===== config.mk =====
export PLATFORM = sky130hd
export DESIGN_NAME = moving_average_rate_of_change
export DESIGN_NICKNAME = d
export VERILOG_FILES = /design/src/rtl/core/marc_pkg.sv /design/src/rtl/core/moving_average_rate_of_change.sv
export VERILOG_INCLUDE_DIRS = /design/src /design/src/rtl/core
export SDC_FILE = /design/constraint.sdc
export NUM_CORES = 2
export LEC_CHECK = 0
export ABC_CLOCK_PERIOD_IN_PS = 6400
export BUFFER_PORTS_ARGS = -buffer_cell sky130_fd_sc_hd__buf_2
export CAP_MARGIN = 20
export CORE_UTILIZATION = 50
export DETAILED_ROUTE_END_ITERATION = 7
export GPL_TIMING_DRIVEN = 0
export HOLD_SLACK_MARGIN = 0.06
export PLACE_DENSITY = 0.65
export SLEW_MARGIN = 20
export SYNTH_ARGS = -nofsm -noshare
export SYNTH_HDL_FRONTEND = slang
export SYNTH_SLANG_ARGS = --single-unit

===== constraint.sdc =====
create_clock -name clk -period 6.4 [get_ports clk]
set_input_delay 0.64 -clock clk [delete_from_list [all_inputs] [get_ports clk]]
set_output_delay 0.64 -clock clk [all_outputs]
set_load 0.02 [all_outputs]

===== src/rtl/core/moving_average_rate_of_change_defines.svh =====
// Assertion macros shared by the moving average block.
// Depends on clk and rst_n being visible in the module that includes it.
`ifndef MOVING_AVERAGE_RATE_OF_CHANGE_DEFINES_SVH
`define MOVING_AVERAGE_RATE_OF_CHANGE_DEFINES_SVH

// checked only outside reset
`define MARC_ASSERT(label, prop, msg) \
    label: assert property (@(posedge clk) disable iff (!rst_n) prop) else $error(msg);

// checked at every edge, reset included
`define MARC_ASSERT_ALWAYS(label, prop, msg) \
    label: assert property (@(posedge clk) prop) else $error(msg);

`endif


===== src/rtl/core/marc_pkg.sv =====
// Constants, divider types and the divider step function for the moving average block.
// No dependencies.
package marc_pkg;

    localparam int MAX_WINDOW  = 32;
    localparam int SAMPLE_BITS = 24;
    localparam int PTR_BITS    = $clog2(MAX_WINDOW);
    localparam int LEN_BITS    = 6;
    localparam int SUM_BITS    = SAMPLE_BITS + PTR_BITS;
    localparam int AVG_BITS    = 32;
    localparam int PCT_BITS    = 32;
    localparam int PCT_SCALE   = 25600;
    localparam int SCALE_BITS  = $clog2(PCT_SCALE + 1);
    localparam int PROD_BITS   = AVG_BITS + SCALE_BITS;

    // shared divider: dividend shift register, remainder, two quotient bits per cycle
    localparam int DIV_BITS    = ((PROD_BITS + 1) / 2) * 2;
    localparam int AVG_Q_BITS  = ((SUM_BITS + 8 + 1) / 2) * 2;
    localparam int AVG_CYCLES  = AVG_Q_BITS / 2;
    localparam int PCT_CYCLES  = DIV_BITS / 2;
    localparam int CNT_BITS    = $clog2(PCT_CYCLES);

    typedef struct packed {
        logic [AVG_BITS-1:0] rem;
        logic [DIV_BITS-1:0] dvd;
    } div_state_t;

    // one restoring step: shift in the next dividend bit, shift out one quotient bit
    function automatic div_state_t div_step(input div_state_t cur,
                                            input logic [AVG_BITS-1:0] divisor);
        logic [AVG_BITS:0] trial;
        logic              qbit;
        div_state_t        nxt;
        trial = {cur.rem, cur.dvd[DIV_BITS-1]};
        qbit  = (trial >= {1'b0, divisor});
        if (qbit)
        begin
            trial = trial - {1'b0, divisor};
        end
        nxt.rem = trial[AVG_BITS-1:0];
        nxt.dvd = {cur.dvd[DIV_BITS-2:0], qbit};
        return nxt;
    endfunction

endpackage


===== src/rtl/core/moving_average_rate_of_change.sv =====
// Moving average over the last N samples with percent change of the average.
// Depends on marc_pkg and moving_average_rate_of_change_defines.svh.
//
// Usage:
//   Input channel: sample with in_valid / in_stall; transfer when valid and not stall.
//   Output channel: average, percent_change, prev_zero with out_valid / out_stall.
//   Config channel: cfg_data with cfg_valid / cfg_ready (always ready) writes
//   window_len; write it only while the block is idle. Reset value is 3.
//   Processing: the input transfer starts the window sum update, then the
//   average division, the difference, the scaling and the percent division;
//   the percent division is skipped when the previous average was zero.
//   Both divisions use the single shared restoring divider, which retires
//   two quotient bits per cycle; the block takes one sample at a time.
//   in_stall is high from the input transfer until the result is written
//   into the output register; a result waiting under out_stall holds the
//   block in its final step, so a stalled receiver backs up into in_stall.
//   Reset clears the window sum, fill count, ring pointer, last average and
//   the output valid; the ring contents stay undefined and are never used
//   before being written.
module moving_average_rate_of_change (
    input  logic                               clk,
    input  logic                               rst_n,
    input  logic                               in_valid,
    output logic                               in_stall,
    input  logic [marc_pkg::SAMPLE_BITS-1:0]   sample,
    output logic                               out_valid,
    input  logic                               out_stall,
    output logic [marc_pkg::AVG_BITS-1:0]      average,
    output logic signed [marc_pkg::PCT_BITS-1:0] percent_change,
    output logic                               prev_zero,
    input  logic                               cfg_valid,
    output logic                               cfg_ready,
    input  logic [marc_pkg::LEN_BITS-1:0]      cfg_data
);
    import marc_pkg::*;

    `include "moving_average_rate_of_change_defines.svh"

    localparam logic [3:0] S_IDLE    = 4'd0;
    localparam logic [3:0] S_SUM     = 4'd1;
    localparam logic [3:0] S_DIV_AVG = 4'd2;
    localparam logic [3:0] S_AVG     = 4'd3;
    localparam logic [3:0] S_DIFF    = 4'd4;
    localparam logic [3:0] S_MUL     = 4'd5;
    localparam logic [3:0] S_DIV_PCT = 4'd6;
    localparam logic [3:0] S_OUT     = 4'd7;

    localparam logic [LEN_BITS-1:0]  MAX_LEN  = LEN_BITS'(MAX_WINDOW);
    localparam logic [PCT_BITS-1:0]  PCT_MAX  = {1'b0, {(PCT_BITS-1){1'b1}}};
    localparam logic [PCT_BITS-1:0]  PCT_MIN  = PCT_BITS'(-PCT_SCALE);
    localparam logic [SCALE_BITS-1:0] SCALE_K = SCALE_BITS'(PCT_SCALE);

    // control state
    logic [3:0]              state_reg, state_next;
    logic [LEN_BITS-1:0]     window_len_reg;
    logic [PTR_BITS-1:0]     ptr_reg, ptr_next;
    logic [LEN_BITS-1:0]     fill_reg, fill_next;
    logic [SUM_BITS-1:0]     sum_reg, sum_next;
    logic [AVG_BITS-1:0]     last_avg_reg, last_avg_next;
    logic [CNT_BITS-1:0]     cnt_reg, cnt_next;
    logic                    out_valid_reg, out_valid_next;

    // payload
    logic [SAMPLE_BITS-1:0]  sample_reg, sample_next;
    logic [LEN_BITS-1:0]     len_reg, len_next;
    logic                    drop_reg, drop_next;
    div_state_t              div_reg, div_next;
    logic [AVG_BITS-1:0]     divisor_reg, divisor_next;
    logic [AVG_BITS-1:0]     avg_reg, avg_next;
    logic [AVG_BITS-1:0]     mag_reg, mag_next;
    logic                    neg_reg, neg_next;
    logic                    flag_reg, flag_next;
    logic [AVG_BITS-1:0]     average_reg, average_next;
    logic [PCT_BITS-1:0]     pct_reg, pct_next;
    logic                    prev_zero_reg, prev_zero_next;

    // sample ring
    logic [SAMPLE_BITS-1:0]  ring [MAX_WINDOW];
    logic [SAMPLE_BITS-1:0]  ring_rdata_reg;

    logic                    in_xfer;
    logic                    out_xfer;
    logic [LEN_BITS-1:0]     len_eff;
    logic [PTR_BITS-1:0]     old_addr;
    logic [SUM_BITS-1:0]     sum_upd;
    div_state_t              div_step1, div_step2;
    logic [AVG_Q_BITS-1:0]   avg_q;
    logic [PROD_BITS-1:0]    product;
    logic [DIV_BITS-1:0]     pct_q;
    logic                    out_free;

    assign in_stall  = (state_reg != S_IDLE);
    assign in_xfer   = in_valid && !in_stall;
    assign out_xfer  = out_valid_reg && !out_stall;
    assign out_free  = !out_valid_reg || !out_stall;
    assign cfg_ready = 1'b1;

    assign out_valid      = out_valid_reg;
    assign average        = average_reg;
    assign percent_change = pct_reg;
    assign prev_zero      = prev_zero_reg;

    always_comb
    begin
        if (window_len_reg == '0)
        begin
            len_eff = LEN_BITS'(1);
        end
        else if (window_len_reg > MAX_LEN)
        begin
            len_eff = MAX_LEN;
        end
        else
        begin
            len_eff = window_len_reg;
        end
    end

    // slot written N items ago; a full-size window wraps onto the current slot
    assign old_addr = ptr_reg - len_eff[PTR_BITS-1:0];

    assign sum_upd = sum_reg + SUM_BITS'(sample_reg)
                     - (drop_reg ? SUM_BITS'(ring_rdata_reg) : SUM_BITS'(0));

    assign div_step1 = div_step(div_reg, divisor_reg);
    assign div_step2 = div_step(div_step1, divisor_reg);

    assign avg_q   = div_reg.dvd[AVG_Q_BITS-1:0];
    assign product = PROD_BITS'(mag_reg) * PROD_BITS'(SCALE_K);
    assign pct_q   = div_reg.dvd;

    always_comb
    begin
        state_next     = state_reg;
        ptr_next       = ptr_reg;
        fill_next      = fill_reg;
        sum_next       = sum_reg;
        last_avg_next  = last_avg_reg;
        cnt_next       = cnt_reg;
        out_valid_next = out_valid_reg;
        sample_next    = sample_reg;
        len_next       = len_reg;
        drop_next      = drop_reg;
        div_next       = div_reg;
        divisor_next   = divisor_reg;
        avg_next       = avg_reg;
        mag_next       = mag_reg;
        neg_next       = neg_reg;
        flag_next      = flag_reg;
        average_next   = average_reg;
        pct_next       = pct_reg;
        prev_zero_next = prev_zero_reg;

        if (out_xfer)
        begin
            out_valid_next = 1'b0;
        end

        unique case (state_reg)
            S_IDLE:
            begin
                if (in_xfer)
                begin
                    sample_next = sample;
                    len_next    = len_eff;
                    drop_next   = !(fill_reg < len_eff);
                    state_next  = S_SUM;
                end
            end
            S_SUM:
            begin
                sum_next     = sum_upd;
                ptr_next     = ptr_reg + PTR_BITS'(1);
                if (fill_reg < MAX_LEN)
                begin
                    fill_next = fill_reg + LEN_BITS'(1);
                end
                div_next.rem = '0;
                div_next.dvd = DIV_BITS'({sum_upd, 8'b0}) << (DIV_BITS - AVG_Q_BITS);
                divisor_next = AVG_BITS'(len_reg);
                cnt_next     = CNT_BITS'(AVG_CYCLES - 1);
                state_next   = S_DIV_AVG;
            end
            S_DIV_AVG:
            begin
                div_next = div_step2;
                if (cnt_reg == '0)
                begin
                    state_next = S_AVG;
                end
                else
                begin
                    cnt_next = cnt_reg - CNT_BITS'(1);
                end
            end
            S_AVG:
            begin
                if (|avg_q[AVG_Q_BITS-1:AVG_BITS])
                begin
                    avg_next = '1;
                end
                else
                begin
                    avg_next = avg_q[AVG_BITS-1:0];
                end
                state_next = S_DIFF;
            end
            S_DIFF:
            begin
                neg_next  = (avg_reg < last_avg_reg);
                mag_next  = (avg_reg < last_avg_reg) ? (last_avg_reg - avg_reg)
                                                     : (avg_reg - last_avg_reg);
                flag_next = (last_avg_reg == '0);
                if (last_avg_reg == '0)
                begin
                    state_next = S_OUT;
                end
                else
                begin
                    state_next = S_MUL;
                end
            end
            S_MUL:
            begin
                div_next.rem = '0;
                div_next.dvd = DIV_BITS'(product);
                divisor_next = last_avg_reg;
                cnt_next     = CNT_BITS'(PCT_CYCLES - 1);
                state_next   = S_DIV_PCT;
            end
            S_DIV_PCT:
            begin
                div_next = div_step2;
                if (cnt_reg == '0)
                begin
                    state_next = S_OUT;
                end
                else
                begin
                    cnt_next = cnt_reg - CNT_BITS'(1);
                end
            end
            S_OUT:
            begin
                if (out_free)
                begin
                    priority if (flag_reg)
                    begin
                        pct_next = '0;
                    end
                    else if (neg_reg)
                    begin
                        pct_next = (pct_q > DIV_BITS'(PCT_SCALE)) ? PCT_MIN
                                                                 : -pct_q[PCT_BITS-1:0];
                    end
                    else
                    begin
                        pct_next = (pct_q > DIV_BITS'(PCT_MAX)) ? PCT_MAX
                                                               : pct_q[PCT_BITS-1:0];
                    end
                    average_next   = avg_reg;
                    prev_zero_next = flag_reg;
                    last_avg_next  = avg_reg;
                    out_valid_next = 1'b1;
                    state_next     = S_IDLE;
                end
            end
            default:
            begin
                state_next = S_IDLE;
            end
        endcase
    end

    always_ff @(posedge clk or negedge rst_n)
    begin
        if (!rst_n)
        begin
            state_reg      <= S_IDLE;
            window_len_reg <= LEN_BITS'(3);
            ptr_reg        <= '0;
            fill_reg       <= '0;
            sum_reg        <= '0;
            last_avg_reg   <= '0;
            cnt_reg        <= '0;
            out_valid_reg  <= 1'b0;
        end
        else
        begin
            state_reg     <= state_next;
            ptr_reg       <= ptr_next;
            fill_reg      <= fill_next;
            sum_reg       <= sum_next;
            last_avg_reg  <= last_avg_next;
            cnt_reg       <= cnt_next;
            out_valid_reg <= out_valid_next;
            if (cfg_valid && cfg_ready)
            begin
                window_len_reg <= cfg_data;
            end
        end
    end

    always_ff @(posedge clk)
    begin
        sample_reg    <= sample_next;
        len_reg       <= len_next;
        drop_reg      <= drop_next;
        div_reg       <= div_next;
        divisor_reg   <= divisor_next;
        avg_reg       <= avg_next;
        mag_reg       <= mag_next;
        neg_reg       <= neg_next;
        flag_reg      <= flag_next;
        average_reg   <= average_next;
        pct_reg       <= pct_next;
        prev_zero_reg <= prev_zero_next;
    end

    // read the outgoing slot on the input transfer, write the new sample in the next cycle, in S_SUM
    always_ff @(posedge clk)
    begin
        if (state_reg == S_SUM)
        begin
            ring[ptr_reg] <= sample_reg;
        end
        if (in_xfer)
        begin
            ring_rdata_reg <= ring[old_addr];
        end
    end

    `MARC_ASSERT(a_accept_starts_sum, (in_valid && !in_stall) |=> (state_reg == S_SUM), "transfer did not start the window update")
    `MARC_ASSERT(a_result_from_out, $rose(out_valid) |-> ($past(state_reg) == S_OUT), "result appeared outside the final step")
    `MARC_ASSERT(a_zero_prev_pct, (out_valid && prev_zero) |-> (percent_change == '0), "percent nonzero with zero previous average")
    `MARC_ASSERT_ALWAYS(a_fill_bound, fill_reg <= MAX_LEN, "fill count beyond window capacity")

endmodule

Yosys cells after proc, flatten, opt, wreduce, memory -nomap -nowiden
Memory sizes are Yosys's and may differ from the RTL's. A register that Yosys moved wholly into a read port is not among the register bits.
Cells that the tools add are included.
- $add $sub $neg: 11
- multiply operators: 1
- div/mod/pow operators: 0
- magnitude comparators: 8
- eq/ne operators: 12
- shift-type cells: 0
- mux-type cells: 24
- bitwise operators: 0
- reduce and logical (&&, ||, !) cells: 21
- operator list (cell ; number):
    one-hot mux 80 bit (3 select lines) ; 1
    2-to-1 mux 32 bit ; 6
    subtractor 32 bit ; 4
    >= comparator 33 x 32 -> 1 bit ; 2
    one-hot mux 32 bit (2 select lines) ; 1
    > comparator 48 x 15 -> 1 bit, second input constant ; 1
    > comparator 48 x 31 -> 1 bit, second input constant ; 1
    multiplier 32 x 5 -> 37 bit, second input constant ; 1
    zero test 32 bit ; 1
    less-than comparator 32 bit ; 1
    negation 32 bit ; 1
    one-hot mux 4 bit (8 select lines) ; 1
    adder 29 x 24 -> 29 bit ; 1
    subtractor 29 x 24 -> 29 bit ; 1
    2-to-1 mux 24 bit ; 1
    == test 4 x 3 -> 1 bit, second input constant ; 4
    2-to-1 mux 4 bit ; 4
    one-hot mux 5 bit (3 select lines) ; 1
    2-to-1 mux 6 bit ; 2
    != test 2 bit, second input constant ; 5
    == test 4 x 2 -> 1 bit, second input constant ; 2
    AND reduction 2 bit ; 4
    adder 6 x 1 -> 6 bit, second input constant ; 1
    > comparator 6 bit, second input constant ; 1
    other kinds (21) ; 29
- register bits after elaboration: 362
- bits in latches: 0
- memory bits (writable): 768
- memory bits (read-only): 0
- bits of input ports: 35
- output and inout bits: 68
- memories kept: 1
- memories (memory ; words ; bits a word ; read ports ; clocked after Yosys merged registers in ; write ports ; line ; text):
    ring ; 32 ; 24 ; 1 ; 1 ; 1 ; moving_average_rate_of_change.sv:78 ; logic [SAMPLE_BITS-1:0] ring [MAX_WINDOW];

Depth between registers and ports, before layout
- depth in word-level cells: 5
- gate-level depth with buffers: 26

Worst setup path before layout
No wires, ideal clock.
- path kind: flip-flop to flip-flop
- start: register div_reg[68] (netlist name)
- end: register div_reg[54] (netlist name), data pin
- setup time: 0.266 ns
- arrival: 5.234 ns
- path slack: 0.900 ns
- cell stages (with the launch flop): 25
- buffers on the path: 4
- cell sequence: edfxtp_1 > ha_1 > and3_1 > nand2_1 > or4_1 > o21a_1 > o211a_1 > o31a_1 > clkbuf_1 > buf_2 > a21oi_1 > inv_1 > ha_1 > nor2b_1 > o31a_1 > o31ai_2 > o22ai_1 > a31oi_2 > o31a_1 > o22ai_1 > nor4b_2 > buf_4 > buf_8 > mux2i_1 > nor2_1
- RTL lines (what ; line ; text):
    start, declared ; moving_average_rate_of_change.sv:67 ; div_state_t div_reg, div_next;
    start signal, assigned ; moving_average_rate_of_change.sv:309 ; div_reg <= div_next;

==> metrics <==
clk sink count roughly 1200; status finished clean; Distinct cells, synth 86; Final GP Congestion 0.9448; Port Buffer Count 100; Adder-Cell Fraction of Synth Area under 10%; Slew Limit Fails 0; H-tree level count 3; TritonCTS clock tree done; post-route ant nets 0; Synth area leader edfxtp_1; post-route insts no fill roughly 6000; # setup viols final 0; Worst Setup End Kind register; total placed cells including tap cells about 5700; worst skew pair latency between 0.7 and 0.8 ns; row cnt between 100 and 150; register bit total from synthesis approximately 1200; largest net degree at the start of global routing 56; CTS Buf Count about 120; number of max-cap violations 0; Startpoint Class register; core area about 110000 um^2; # DRC 0; gr ovfl total 0; Die Footprint 115400 um^2; WL final around 150000 um; Syn Area/Cell 14.07 um^2; Final WS setup approximately 0.28 ns; die width around 340 um; antenna violations before repair 4; xor/xnor cell area share of the yosys netlist approximately 2.2%; synthesized cell area about 57000 um^2; crit path max fanout 10; Synth Flop Type edfxtp_1; clk root buf clkbuf_16; HP Class in -> reg; Arrival @ worst endpoint about 6.6 ns; clock tree buffer depth 3; Yosys top cell area share between 50% and 60%; mux share of post-synthesis cell area between 10 and 15%; Global Route Usage Sum 26.26%; number of synthesized flops with an enable pin ~1100; ys async rst share between 7 and 8%; footprint of the multi-input gates 21060 um^2; clock-pin slew on the worst setup and hold paths 0.07 ns; height of the die 339.7 um; sequential fraction of the synthesis area between 50% and 60%; Final Hold Viols 0; Area contributors post-synth edfxtp_1 56%, mux4_2 9.5%, ha_1 6.0%, dfrtp_1 3.7%, inv_1 2.6%; post-synthesis net count ~4400; first drt pass iteration count 6; fin crit period roughly 6.1 ns; largest reg by FF count ring; fmax 163.3 MHz; layout cell share with drive strength beyond 1 between 15 and 20%; DR iter-0 viols approximately 3300; vias per inst 5.873; Area Growth Syn to Fin 15.13%; nets between 4000 and 5000; Ys Warns 0; Crit Path Class reg -> reg; wire per inst 25.27 um; Tcrit/Tclk final ~96%; Relative slew margins a little over a fifth; FF/Latch Area between 30000 and 40000 um^2; Compound-Gate Fraction of Synth Area under 10%; final core occ about three fifths; Placed Area between 60000 and 70000 um^2; DP Worst Slack -0.2784 ns; Post-Synth Simple-Gate Area a little under 7%; largest family of logic cells by synthesized area multiplexers; Starting Density around 51%; max reg flops between 700 and 800; fin area between 60000 and 70000 um^2; global-route wire length before repair 224400 um; WP data required 6.85 ns; I/O pin cnt 103; Slew @ Worst Pin approximately 1.1 ns; clock skew slightly above 0.08 ns; fillers 8691; vias in the first global route between 30000 and 40000; final HPWL from detailed placement ~110000 um; routed vias 35090; Cells after Synth around 4100
[cell type report]
type,instances,share of cell area [%]
timing repair buffer,200,3.582
buffer,153,1.018
tap,1500,2.858
antenna,2,0.007622
clock inverter,82,1.534
sequential,1153,52.07
clock buffer,137,4.571
multi-input combinational,2348,32.08
inverter,399,2.281
[synth_stat cells (38+ instances only)]
library cell,count
nor2_1,223
dfrtp_1,85
a21o_1,101
inv_1,399
a21oi_1,170
clkbuf_1,113
o21ai_0,209
o21a_1,39
nand3_1,48
ha_1,274
xor2_1,57
fa_1,56
xnor2_1,87
edfxtp_1,1066
mux2i_1,42
nand2_1,249
and2_1,39
mux2_2,38
mux4_2,240
[layer usage]
metal | vias to the layer above | GRT usage (%) | routed length, um
li1 | 15890 | - | -
met1 | 17520 | 34.67 | 61010
met2 | 1391 | 43.94 | 73510
met3 | 280 | 3.506 | 9586
met4 | 2 | 10.90 | 6823
met5 | - | 0 | 12
[stage by stage]
stage / hold slack (ns) / TNS [ns]
3_5_place_dp: 0.4769 / -5.477
4_1_cts: 0.1007 / 0
6_report: 0.1426 / 0
2_1_floorplan: 0.3444 / 0
3_3_place_gp: 0.4647 / -4.911
5_1_grt: 0.1233 / -0.05581
[logic make-up (layout without fill, tap and decap cells)]
group           Yosys count  after routing
other cells               1              3
flops                  1153           1153
xor+xnor                144            144
fa+ha+maj               330            330
mux                     320            320
buf+inv                 553            971
compound gates          745            745
simple gates            808            808
[cells in the final DEF (no fill, tap or decap), types with 42 or more instances in the layout]
cell type and n:
nand3_1 48, edfxtp_1 1066, o21ai_0 209, fa_1 56, clkbuf_1 124, clkbuf_16 116, xor2_1 57, mux2i_1 42
nand2_1 248, dfrtp_1 85, xnor2_1 87, a21o_1 101, inv_1 398, a21oi_1 169, buf_2 108, ha_1 272
mux4_2 240, nor2_1 189
[critical path, cell delays in order, from the launching register on]
cell and delay (ns):
edfxtp_1 0.41, ha_1 0.37, and3_2 0.25, nand2_1 0.10, or4_1 0.48, o21a_1 0.19, o211a_1 0.12, o31a_1 0.40
buf_2 0.25, o21ai_0 0.38, ha_1 0.35, o21a_1 0.12, o31a_1 0.17, o31ai_4 0.31, o22ai_2 0.20, a31oi_4 0.33
o31a_1 0.22, o22ai_1 0.11, nor4b_2 0.33, buf_6 0.23, buf_8 0.18, mux2i_1 0.26, nor2_1 0.06
[worst paths after layout]
check / from / to / slack (ns) / cells after the start
max: div_reg[69]$_DFFE_PP_ / div_reg[68]$_DFFE_PP_ / 0.28 / 22
min: cfg_data[4] / window_len_reg[4]$_DFFE_PN0P_ / 0.14 / 2
max reg2reg: div_reg[69]$_DFFE_PP_ / div_reg[68]$_DFFE_PP_ / 0.28 / 22
min reg2reg: sum_reg[0]$_DFFE_PN0P_ / sum_reg[0]$_DFFE_PN0P_ / 0.49 / 2
max in group asynchronous: rst_n / window_len_reg[1]$_DFFE_PN1P_ / 5.26 / 3
min in group asynchronous: rst_n / sum_reg[19]$_DFFE_PN0P_ / 0.43 / 2
[timing repair]
action                                  CTS  global route
pin swaps                                 1             4
endpoints found under the setup margin   32            33
gates cloned                              0             0
endpoints found under the hold margin    62             0
hold buffers                             24             0
buffers inserted                          2             4
gates resized for setup                   6            18
Power is left out: the tool's default activity adds up to more than one toggle a clock period on the data nets, which glitch-free logic cannot reach.
